## src/pclm_pkg.sv

```systemverilog
`default_nettype none
// ----------------------------------------------------------------------------
// pclm_pkg: shared types and constants of the pooled cursor list manager
// Sizes, opcode and status codes, request/result items and the command
// and status groups between the controller and the datapath.
// ----------------------------------------------------------------------------
package pclm_pkg;

  localparam int NODE_COUNT   = 256;
  localparam int LIST_SLOTS   = 16;
  localparam int ITEM_BITS    = 32;
  localparam int USABLE_SLOTS = LIST_SLOTS - 1;
  localparam int LINK_DEPTH   = NODE_COUNT + USABLE_SLOTS;
  localparam int NODE_AW      = $clog2(NODE_COUNT);
  localparam int LINK_AW      = $clog2(LINK_DEPTH);
  localparam int SLOT_AW      = $clog2(LIST_SLOTS);
  localparam int CNT_W        = $clog2(NODE_COUNT + 1);

  typedef enum logic [3:0] {
    OP_CREATE  = 4'd0,
    OP_COUNT   = 4'd1,
    OP_FIRST   = 4'd2,
    OP_LAST    = 4'd3,
    OP_NEXT    = 4'd4,
    OP_PREV    = 4'd5,
    OP_CURR    = 4'd6,
    OP_ADD     = 4'd7,
    OP_INSERT  = 4'd8,
    OP_APPEND  = 4'd9,
    OP_PREPEND = 4'd10,
    OP_REMOVE  = 4'd11,
    OP_CONCAT  = 4'd12,
    OP_FREE    = 4'd13,
    OP_TRIM    = 4'd14
  } op_e;

  typedef enum logic [1:0] {
    STAT_OK       = 2'd0,
    STAT_FULL     = 2'd1,
    STAT_NO_ITEM  = 2'd2,
    STAT_NOT_USED = 2'd3
  } status_e;

  typedef enum logic [1:0] {
    EDGE_NONE   = 2'd0,
    EDGE_BEFORE = 2'd1,
    EDGE_BEYOND = 2'd2
  } edge_e;

  typedef struct packed {
    logic [3:0]           opcode;
    logic [SLOT_AW-1:0]   list_id;
    logic [SLOT_AW-1:0]   other_list;
    logic [ITEM_BITS-1:0] item;
  } req_t;

  typedef struct packed {
    logic [1:0]           status;
    logic [ITEM_BITS-1:0] item_out;
    logic                 item_valid;
    logic [CNT_W-1:0]     count_out;
    logic [SLOT_AW-1:0]   new_list;
  } res_t;

  // Datapath micro-operations issued by the controller
  typedef enum logic [4:0] {
    U_NOP,
    U_INIT,
    U_ACCEPT,
    U_DECODE,
    U_NAV_RD,
    U_NAV_WB,
    U_REP_RD,
    U_REP_OUT,
    U_NO_ITEM,
    U_FIX_RD,
    U_FIX_WB,
    U_FULL,
    U_ADD_RD1,
    U_ADD_RD2,
    U_ADD_W1,
    U_ADD_W2,
    U_REM_RD,
    U_REM_W1,
    U_REM_W2,
    U_RELEASE,
    U_CAT_REL,
    U_CAT_RD,
    U_CAT_W1,
    U_CAT_W2,
    U_DONE
  } uop_e;

  typedef enum logic [4:0] {
    S_INIT,
    S_IDLE,
    S_DECODE,
    S_NAV_RD,
    S_NAV_WB,
    S_REP,
    S_REP_OUT,
    S_ADD_FIX,
    S_FIX_WB,
    S_ADD_CHK,
    S_ADD_RD2,
    S_ADD_W1,
    S_ADD_W2,
    S_REM_CHK,
    S_REM_W1,
    S_REM_W2,
    S_CAT_CHK,
    S_CAT_W1,
    S_CAT_W2,
    S_DONE
  } ctl_state_e;

  typedef struct packed {
    logic [3:0] op;
    logic       op_valid;
    logic       bad;
    logic       same_list;
    logic       cur_head;
    logic       cur_node;
    logic       edge_before;
    logic       edge_beyond;
    logic       pool_full;
    logic       src_empty;
    logic       init_done;
  } dp_flags_t;

endpackage
`default_nettype wire

```

## src/pclm_ctrl.sv

```systemverilog
`default_nettype none
// ----------------------------------------------------------------------------
// pclm_ctrl: operation sequencer
// Walks each opcode through its read, update and write-back steps and
// issues one datapath micro-operation per cycle.
// ----------------------------------------------------------------------------
module pclm_ctrl (
  input  wire logic                 clk_i,
  input  wire logic                 rst_ni,
  input  wire logic                 start_i,
  input  wire pclm_pkg::dp_flags_t  flags_i,
  output pclm_pkg::uop_e            cmd_o,
  output logic                      busy_o
);
  import pclm_pkg::*;

  ctl_state_e state_q, state_d;

  // state register
  always_ff @(posedge clk_i or negedge rst_ni) begin
    if (!rst_ni) begin
      state_q <= S_INIT;
    end else begin
      state_q <= state_d;
    end
  end

  // next state and command
  always_comb begin
    state_d = state_q;
    cmd_o   = U_NOP;
    busy_o  = 1'b1;
    case (state_q)
      S_INIT: begin
        cmd_o = U_INIT;
        if (flags_i.init_done) state_d = S_IDLE;
      end
      S_IDLE: begin
        busy_o = 1'b0;
        if (start_i) begin
          cmd_o   = U_ACCEPT;
          state_d = S_DECODE;
        end
      end
      S_DECODE: begin
        cmd_o = U_DECODE;
        if (flags_i.op == OP_CREATE || !flags_i.op_valid || flags_i.bad) begin
          state_d = S_DONE;
        end else begin
          case (flags_i.op)
            OP_CURR:   state_d = S_REP;
            OP_FIRST, OP_LAST, OP_NEXT, OP_PREV,
            OP_APPEND, OP_TRIM, OP_FREE: state_d = S_NAV_RD;
            OP_CONCAT: state_d = flags_i.same_list ? S_DONE : S_NAV_RD;
            OP_INSERT: state_d = (flags_i.cur_head && flags_i.edge_before) ?
                                 S_ADD_FIX : S_NAV_RD;
            OP_ADD, OP_PREPEND: state_d = S_ADD_FIX;
            OP_REMOVE: state_d = S_REM_CHK;
            default:   state_d = S_DONE;
          endcase
        end
      end
      S_NAV_RD: begin
        cmd_o   = U_NAV_RD;
        state_d = S_NAV_WB;
      end
      S_NAV_WB: begin
        cmd_o = U_NAV_WB;
        case (flags_i.op)
          OP_FIRST, OP_LAST, OP_NEXT, OP_PREV: state_d = S_REP;
          OP_INSERT, OP_APPEND: state_d = S_ADD_FIX;
          OP_TRIM, OP_FREE:     state_d = S_REM_CHK;
          OP_CONCAT:            state_d = S_CAT_CHK;
          default:              state_d = S_DONE;
        endcase
      end
      S_REP: begin
        if (flags_i.cur_node) begin
          cmd_o   = U_REP_RD;
          state_d = S_REP_OUT;
        end else begin
          cmd_o   = U_NO_ITEM;
          state_d = S_DONE;
        end
      end
      S_REP_OUT: begin
        cmd_o   = U_REP_OUT;
        state_d = S_DONE;
      end
      S_ADD_FIX: begin
        if (flags_i.cur_head && flags_i.edge_beyond) begin
          cmd_o   = U_FIX_RD;
          state_d = S_FIX_WB;
        end else begin
          state_d = S_ADD_CHK;
        end
      end
      S_FIX_WB: begin
        cmd_o   = U_FIX_WB;
        state_d = S_ADD_CHK;
      end
      S_ADD_CHK: begin
        if (flags_i.pool_full) begin
          cmd_o   = U_FULL;
          state_d = S_DONE;
        end else begin
          cmd_o   = U_ADD_RD1;
          state_d = S_ADD_RD2;
        end
      end
      S_ADD_RD2: begin
        cmd_o   = U_ADD_RD2;
        state_d = S_ADD_W1;
      end
      S_ADD_W1: begin
        cmd_o   = U_ADD_W1;
        state_d = S_ADD_W2;
      end
      S_ADD_W2: begin
        cmd_o   = U_ADD_W2;
        state_d = S_DONE;
      end
      S_REM_CHK: begin
        if (flags_i.cur_node) begin
          cmd_o   = U_REM_RD;
          state_d = S_REM_W1;
        end else begin
          cmd_o   = (flags_i.op == OP_FREE) ? U_RELEASE : U_NO_ITEM;
          state_d = S_DONE;
        end
      end
      S_REM_W1: begin
        cmd_o   = U_REM_W1;
        state_d = S_REM_W2;
      end
      S_REM_W2: begin
        cmd_o   = U_REM_W2;
        state_d = (flags_i.op == OP_FREE) ? S_REM_CHK : S_DONE;
      end
      S_CAT_CHK: begin
        if (flags_i.src_empty) begin
          cmd_o   = U_CAT_REL;
          state_d = S_DONE;
        end else begin
          cmd_o   = U_CAT_RD;
          state_d = S_CAT_W1;
        end
      end
      S_CAT_W1: begin
        cmd_o   = U_CAT_W1;
        state_d = S_CAT_W2;
      end
      S_CAT_W2: begin
        cmd_o   = U_CAT_W2;
        state_d = S_DONE;
      end
      S_DONE: begin
        cmd_o   = U_DONE;
        state_d = S_IDLE;
      end
      default: begin
        state_d = S_IDLE;
      end
    endcase
  end

endmodule
`default_nettype wire

```

## config.mk

```make
export PLATFORM = sky130hd
export DESIGN_NAME = pclm_ctrl
export DESIGN_NICKNAME = d
export VERILOG_FILES = /design/src/pclm_pkg.sv /design/src/pclm_ctrl.sv
export SDC_FILE = /design/constraint.sdc
export NUM_CORES = 1
export LEC_CHECK = 0
export BUFFER_PORTS_ARGS = -buffer_cell sky130_fd_sc_hd__buf_2
export CORE_UTILIZATION = 40
export DETAILED_ROUTE_END_ITERATION = 8
export PLACE_DENSITY = 0.62
export SLEW_MARGIN = 15
export SYNTH_ARGS = -nofsm -noshare
export SYNTH_HDL_FRONTEND = slang
export SYNTH_SLANG_ARGS = --single-unit
```

## constraint.sdc

```tcl
create_clock -name clk_i -period 2.3 [get_ports clk_i]
set_input_delay 0.345 -clock clk_i [delete_from_list [all_inputs] [get_ports clk_i]]
set_output_delay 0.345 -clock clk_i [all_outputs]
set_load 0.1 [all_outputs]
```

==> metrics.yaml, run 1 <==
grt_max_degree: 31
synth_edf_count: 0
fp.dieH_um: 56.8
grt_usage_pct: 21.4
start_kind: "flip-flop"
netlist_area_um2: 1200
static-leakage-power_nw: 0.624
path_cells: "or4b_4, o21a_1, o211ai_1, clkbuf_16"
drive_above_1_share_pct: 25.0
irDropWorstVdd_v: 0.00139
pre_cts_ws_ns: 0.211
cts_root_buf: "clkbuf_4"
worst_pin_slew_ns: 0.483
mostFrequentLayoutCell: "buf_2"
routabilityCongestion: 0.887
core_area_um2: 2810
numPortBuffers: 22
max_cap_viol_count: 0
synth_cell_types: 63
overflow: 0
antenna_cells: 0
p_per_area_nw_per_um2: 1610
syn_inst: 163
cp_slowest_cell: "or4b_4"
drv_slew: 0
placedInstanceArea_um2: 1470
outcome: "complete, but fails checks"
ant_nets: 0
reg_top3: "state_q: 5 flops"
boundaryPins: 23
cts_made_buffers: 3
dp_hpwl_mm: 2.47
drc: 2
critPathCaptureType: "output pin"
start_util_pct: 42.8
slew_headroom_pct: 68.1
synth-async-reset-ratio_pct: 100
crit_type: "reg2out"
wl_per_cell_um: 15.4
path_buf_inv: 1
fin_ws_ns: 0.0291
fin_nets: 207
fmax_mhz: 440
rsz0062_at_grt: "true"
holdWs_ns: 0.441
tns_ns: 0
first_global_vias: 1223
cp.arrival_ns: 1.93
path_delay_family: "simple AND/OR/NAND/NOR gates"
post-route-min-period_ns: 2.27
placedCellCount: 207
clk_path_buf_depth: 2
die_width_um: 56.8
die-area_um2: 3230
syn_avg_cell_area_um2: 7.37
stdcell_area_um2: 1540
antenna_found_initial: 0
final-setup-viol-count: 0
cts_tree: "yes"
layout_common_cells: "buf_2 (17), buf_4 (10), nor2_1 (8), nand2b_1 (8), nand2_1 (8)"
cts.sink_count: 5
clk_latency_ns: 0.24
ys.flop_type: "dfrtp_1"
hp-class: "in2async"
largest_register: "state_q"
crit_path_max_fanout: 7
syn_nets: 185
stdcell_count: 215
finClkSkew_ns: 0.00883
rows: 19
area_delta_synth_final_pct: 27.8
slowest_delay_ns: 0.56
violations: "DRC"
final-hold-violation-count: 0
ys_ff_latch: 5
htree_num_levels: 1
worstPathRequired_ns: 1.96
vias_per_cell: 6.29
synth_warnings: 0
routed_wl_mm: 3.31
grt_pass1_wl_mm: 5.57
largest_reg_flops: 5
drtIter0Drc: 43
yosysSeqAreaShare_pct: 10.4
fin_crit_sh_pct: 98.7
cts.reportedPaths.clkPinSlew_ns: 0.05
first_pass_iters: 6
vias: 1353
==> logic make-up (layout without fill, tap and decap cells) <==
logic type	count (synthesis)	in the layout	share of synthesized area, %
buffers and inverters	21	42	7.81
XOR/XNOR	2	2	1.46
AND/OR/NAND/NOR	72	72	37.4
multiplexers	2	2	1.77
flip-flops	5	5	10.4
AO/OA/AOI/OAI	56	56	35.9
adder cells (fa/ha/maj)	5	5	5.21
==> path summary, 6_finish.rpt <==
check                      cells after the start  slack, ns                endpoint                   start
max                                            4       0.03                cmd_o[1]  state_q[4]$_DFFE_PN0P_
min                                            2       0.44  state_q[0]$_DFFE_PN0P_                  rst_ni
max reg2reg                                    5       0.47  state_q[3]$_DFFE_PN0P_  state_q[4]$_DFFE_PN0P_
min reg2reg                                    2       0.77  state_q[0]$_DFFE_PN0P_  state_q[4]$_DFFE_PN0P_
max in group asynchronous                      2       1.71  state_q[3]$_DFFE_PN0P_                  rst_ni
min in group clk_i                             3       0.48  state_q[0]$_DFFE_PN0P_                 start_i
==> stage by stage <==
step	util (%)	power, mW
2_1_floorplan	-	1.69
3_5_place_dp	52.3	2.30
5_1_grt	54.7	2.61
3_3_place_gp	52.3	2.28
4_1_cts	53.7	2.41
6_report	54.7	2.47
==> routing by layer <==
| layer | vias up | routed length, um | GRT usage [%] |
|---|---|---|---|
| met5 | - | 0 | 0 |
| met4 | 0 | 0 | 2.09 |
| met3 | 0 | 102 | 2.07 |
| met2 | 30 | 1580 | 35.9 |
| met1 | 655 | 1640 | 30.5 |
| li1 | 668 | - | - |
==> synth_stat cells (all sizes together) (3+ instances only) <==
cell | count | area share [%]
clkbuf | 11 | 3.5
o21ai | 9 | 3.7
nand2 | 8 | 2.5
nand2b | 8 | 4.2
nor2 | 8 | 2.5
buf | 7 | 3.3
nor2b | 7 | 3.6
nand3 | 6 | 2.5
dfrtp | 5 | 10
ha | 5 | 5.2
nand3b | 5 | 3.1
a21boi | 4 | 2.5
a21oi | 4 | 1.7
and2 | 4 | 2.1
and3 | 4 | 2.1
o211ai | 4 | 2.5
o21a | 4 | 2.5
a211oi | 3 | 1.9
inv | 3 | 0.94
nand4b | 3 | 2.2
o31ai | 3 | 1.9
==> cell type report <==
cell class                      instances  area (um^2)
Inverter                                3         11.3
Sequential cell                         5          129
Timing Repair Buffer                   35          315
Clock buffer                            4         26.3
Multi-Input combinational cell        137         1010
Fill cell                             284         1270
Tap cell                               31         38.8
==> where the power goes <==
part	switching, mW	total [mW]	internal [mW]
Clock	0.0380	0.104	0.0657
Combinational	1.26	2.14	0.883
Sequential	0.0871	0.221	0.134
==> what timing repair did <==
item	CTS	global route
hold buffers	1	0
endpoints found under the hold margin	5	0
setup buffers	0	3
setup endpoints to repair	1	2
resized for setup	2	2
pin swaps	1	2
Note: power is estimated with default switching activity, not from simulation.
==> run 2: changes to the inputs <==
--- a/config.mk
+++ b/config.mk
@@ -9,6 +9,7 @@
 export CORE_UTILIZATION = 40
 export DETAILED_ROUTE_END_ITERATION = 8
 export PLACE_DENSITY = 0.62
+export REMOVE_ABC_BUFFERS = 1
 export SLEW_MARGIN = 15
 export SYNTH_ARGS = -nofsm -noshare
 export SYNTH_HDL_FRONTEND = slang
==> run 2 against run 1 <==
Net effect: the run now ends clean; first-iteration DRC count grew 72%; largest power group unchanged; global-route usage rose by 0.91 points; clock skew fell by 0.0072 ns; fmax up 2.3%; design area grew 0.90%; largest cell class unchanged; clock power up 5%; power increased by 0.17%; critical path type unchanged; register-to-register slack improved by 0.02 ns.
==> metrics.yaml, run 2 (synthesis gave the netlist of run 1 again) <==
stdcell_area_um2: 1550  # +0.90%
wl_per_cell_um: 16.5  # +6.8%
holdWs_ns: 0.434  # -0.00654 ns
rsz0062_at_grt: "false"
wl_met1_mm: 1.60  # -1.9%
slew_headroom_pct: 68.1  # about the same
final-hold-violation-count: 0  # unchanged
stdcell_count: 223  # +3.7%
worstPathRequired_ns: 1.96  # about the same
largest_register: "state_q"
dp_hpwl_mm: 2.63  # +6.4%
fp.dieH_um: 56.8  # unchanged
hp-class: "in2async"
vias_per_cell: 6.39  # +1.5%
p_per_area_nw_per_um2: 1590  # -0.72%
ant_nets: 0  # unchanged
grt_pass1_wl_mm: 5.72  # +2.7%
worst_pin_slew_ns: 0.482  # -0.000769 ns
antenna_cells: 0  # unchanged
final-setup-viol-count: 0  # unchanged
routabilityCongestion: 0.893  # +0.69%
layout_common_cells: "buf_4 (19), buf_2 (17), nor2_1 (8), nand2b_1 (8), nand2_1 (8)"
die-area_um2: 3230  # unchanged
start_kind: "flip-flop"
largest_reg_flops: 5  # unchanged
overflow: 0  # unchanged
finClkSkew_ns: 0.00163  # -0.00720 ns
drv_slew: 0  # unchanged
max_cap_viol_count: 0  # unchanged
fin_nets: 215  # +3.9%
tns_ns: 0  # unchanged
outcome: "completed"
vias: 1424  # +5.2%
finalPower_mw: 2.47  # +0.17%
core_area_um2: 2810  # unchanged
start_util_pct: 42.8  # unchanged
drive_above_1_share_pct: 28.6  # +3.6 points
met2WireLength_mm: 1.73  # +9.7%
clk_path_buf_depth: 2  # unchanged
grt_max_degree: 20  # -35%
die_width_um: 56.8  # unchanged
fillCellCount: 256  # -9.9%
drc: 0  # -2
post-route-min-period_ns: 2.22  # -0.0513 ns
crit_path_max_fanout: 11  # +4
cts.reportedPaths.clkPinSlew_ns: 0.05  # about the same
mostFrequentLayoutCell: "buf_4"
drtIter0Drc: 74  # +72%
cts_root_buf: "clkbuf_4"
top_layer_used: "met4"
utilization_pct: 55.2  # +0.49 points
numPortBuffers: 22  # unchanged
first_global_vias: 1250  # +2.2%
routed-wl-met3_um: 251  # +150%
routed_wl_mm: 3.67  # +11%
cts_made_buffers: 3  # unchanged
reg_top3: "state_q: 5 flops"
cp.arrival_ns: 1.87  # -0.06 ns
antenna_found_initial: 0  # unchanged
grt_usage_pct: 22.3  # +0.91 points
crit_type: "reg2out"
cts_tree: "yes"
placedCellCount: 208  # +0.48%
static-leakage-power_nw: 0.646  # +3.4%
irDropWorstVdd_v: 0.00127  # -8.6%
htree_num_levels: 1  # unchanged
rows: 19  # unchanged
pre_cts_ws_ns: 0.212  # +0.000858 ns
fmax_mhz: 451  # +2.3%
clk_latency_ns: 0.25  # about the same
fin_crit_sh_pct: 96.5  # -2.2 points
cts.sink_count: 5  # unchanged
placedInstanceArea_um2: 1420  # -3.4%
area_delta_synth_final_pct: 29.0
boundaryPins: 23  # unchanged
fin_ws_ns: 0.0804  # +0.0513 ns
first_pass_iters: 4  # -2
critPathCaptureType: "output pin"
## run 2: changes by cell type in the layout (fill, tap and decap cells not counted), moves of 2 or more
cell and delta:
dfrtp_2 +2, dfrtp_1 -2, buf_12 -2, buf_4 +9
## run 2: routing by layer
layer,track usage [%],vias up
met5,0,-
met4,8.01,0
met3,5.30,12
met2,35.2,54
met1,29.4,677
li1,-,681
## run 2: where the power goes
group,switching [mW],internal (mW),total (mW),leakage [nW]
Sequential,0.0862,0.137,0.224,0.0556
Combinational,1.27,0.870,2.14,0.575
Clock,0.0431,0.0660,0.109,0.0150
## run 2: cell type report
class                           instances  area (um^2)  area share, %
Tap cell                               31         38.8           2.50
Sequential cell                         5          131           8.48
Multi-Input combinational cell        137          993           64.1
Inverter                                3         11.3          0.727
Clock buffer                            4         26.3           1.70
Timing Repair Buffer                   43          348           22.5
## run 2: worst paths after layout
path	start	end	slack, ns	cells after the start
max reg2reg	state_q[3]$_DFFE_PN0P_	state_q[2]$_DFFE_PN0P_	0.49	5
min in group clk_i	start_i	state_q[0]$_DFFE_PN0P_	0.46	3
max in group asynchronous	rst_ni	state_q[3]$_DFFE_PN0P_	1.72	2
min	rst_ni	state_q[2]$_DFFE_PN0P_	0.43	2
max	state_q[1]$_DFFE_PN0P_	cmd_o[0]	0.08	4
min reg2reg	state_q[1]$_DFFE_PN0P_	state_q[1]$_DFFE_PN0P_	0.83	3
## run 2: what timing repair did
| item | CTS | global route |
|---|---|---|
| gates resized for setup | 2 | 8 |
| hold buffers | 1 | 0 |
| gates cloned | 0 | 0 |
| pin swaps | 0 | 2 |
| setup buffers | 0 | 10 |
| setup endpoints to repair | 2 | 3 |
| endpoints found under the hold margin | 5 | 0 |
## run 2: worst max-delay path, stage by stage (launching register included)
cell and delay, ns:
dfrtp_2 0.46, buf_4 0.20, o31a_1 0.29, o311ai_1 0.43, buf_12 0.23
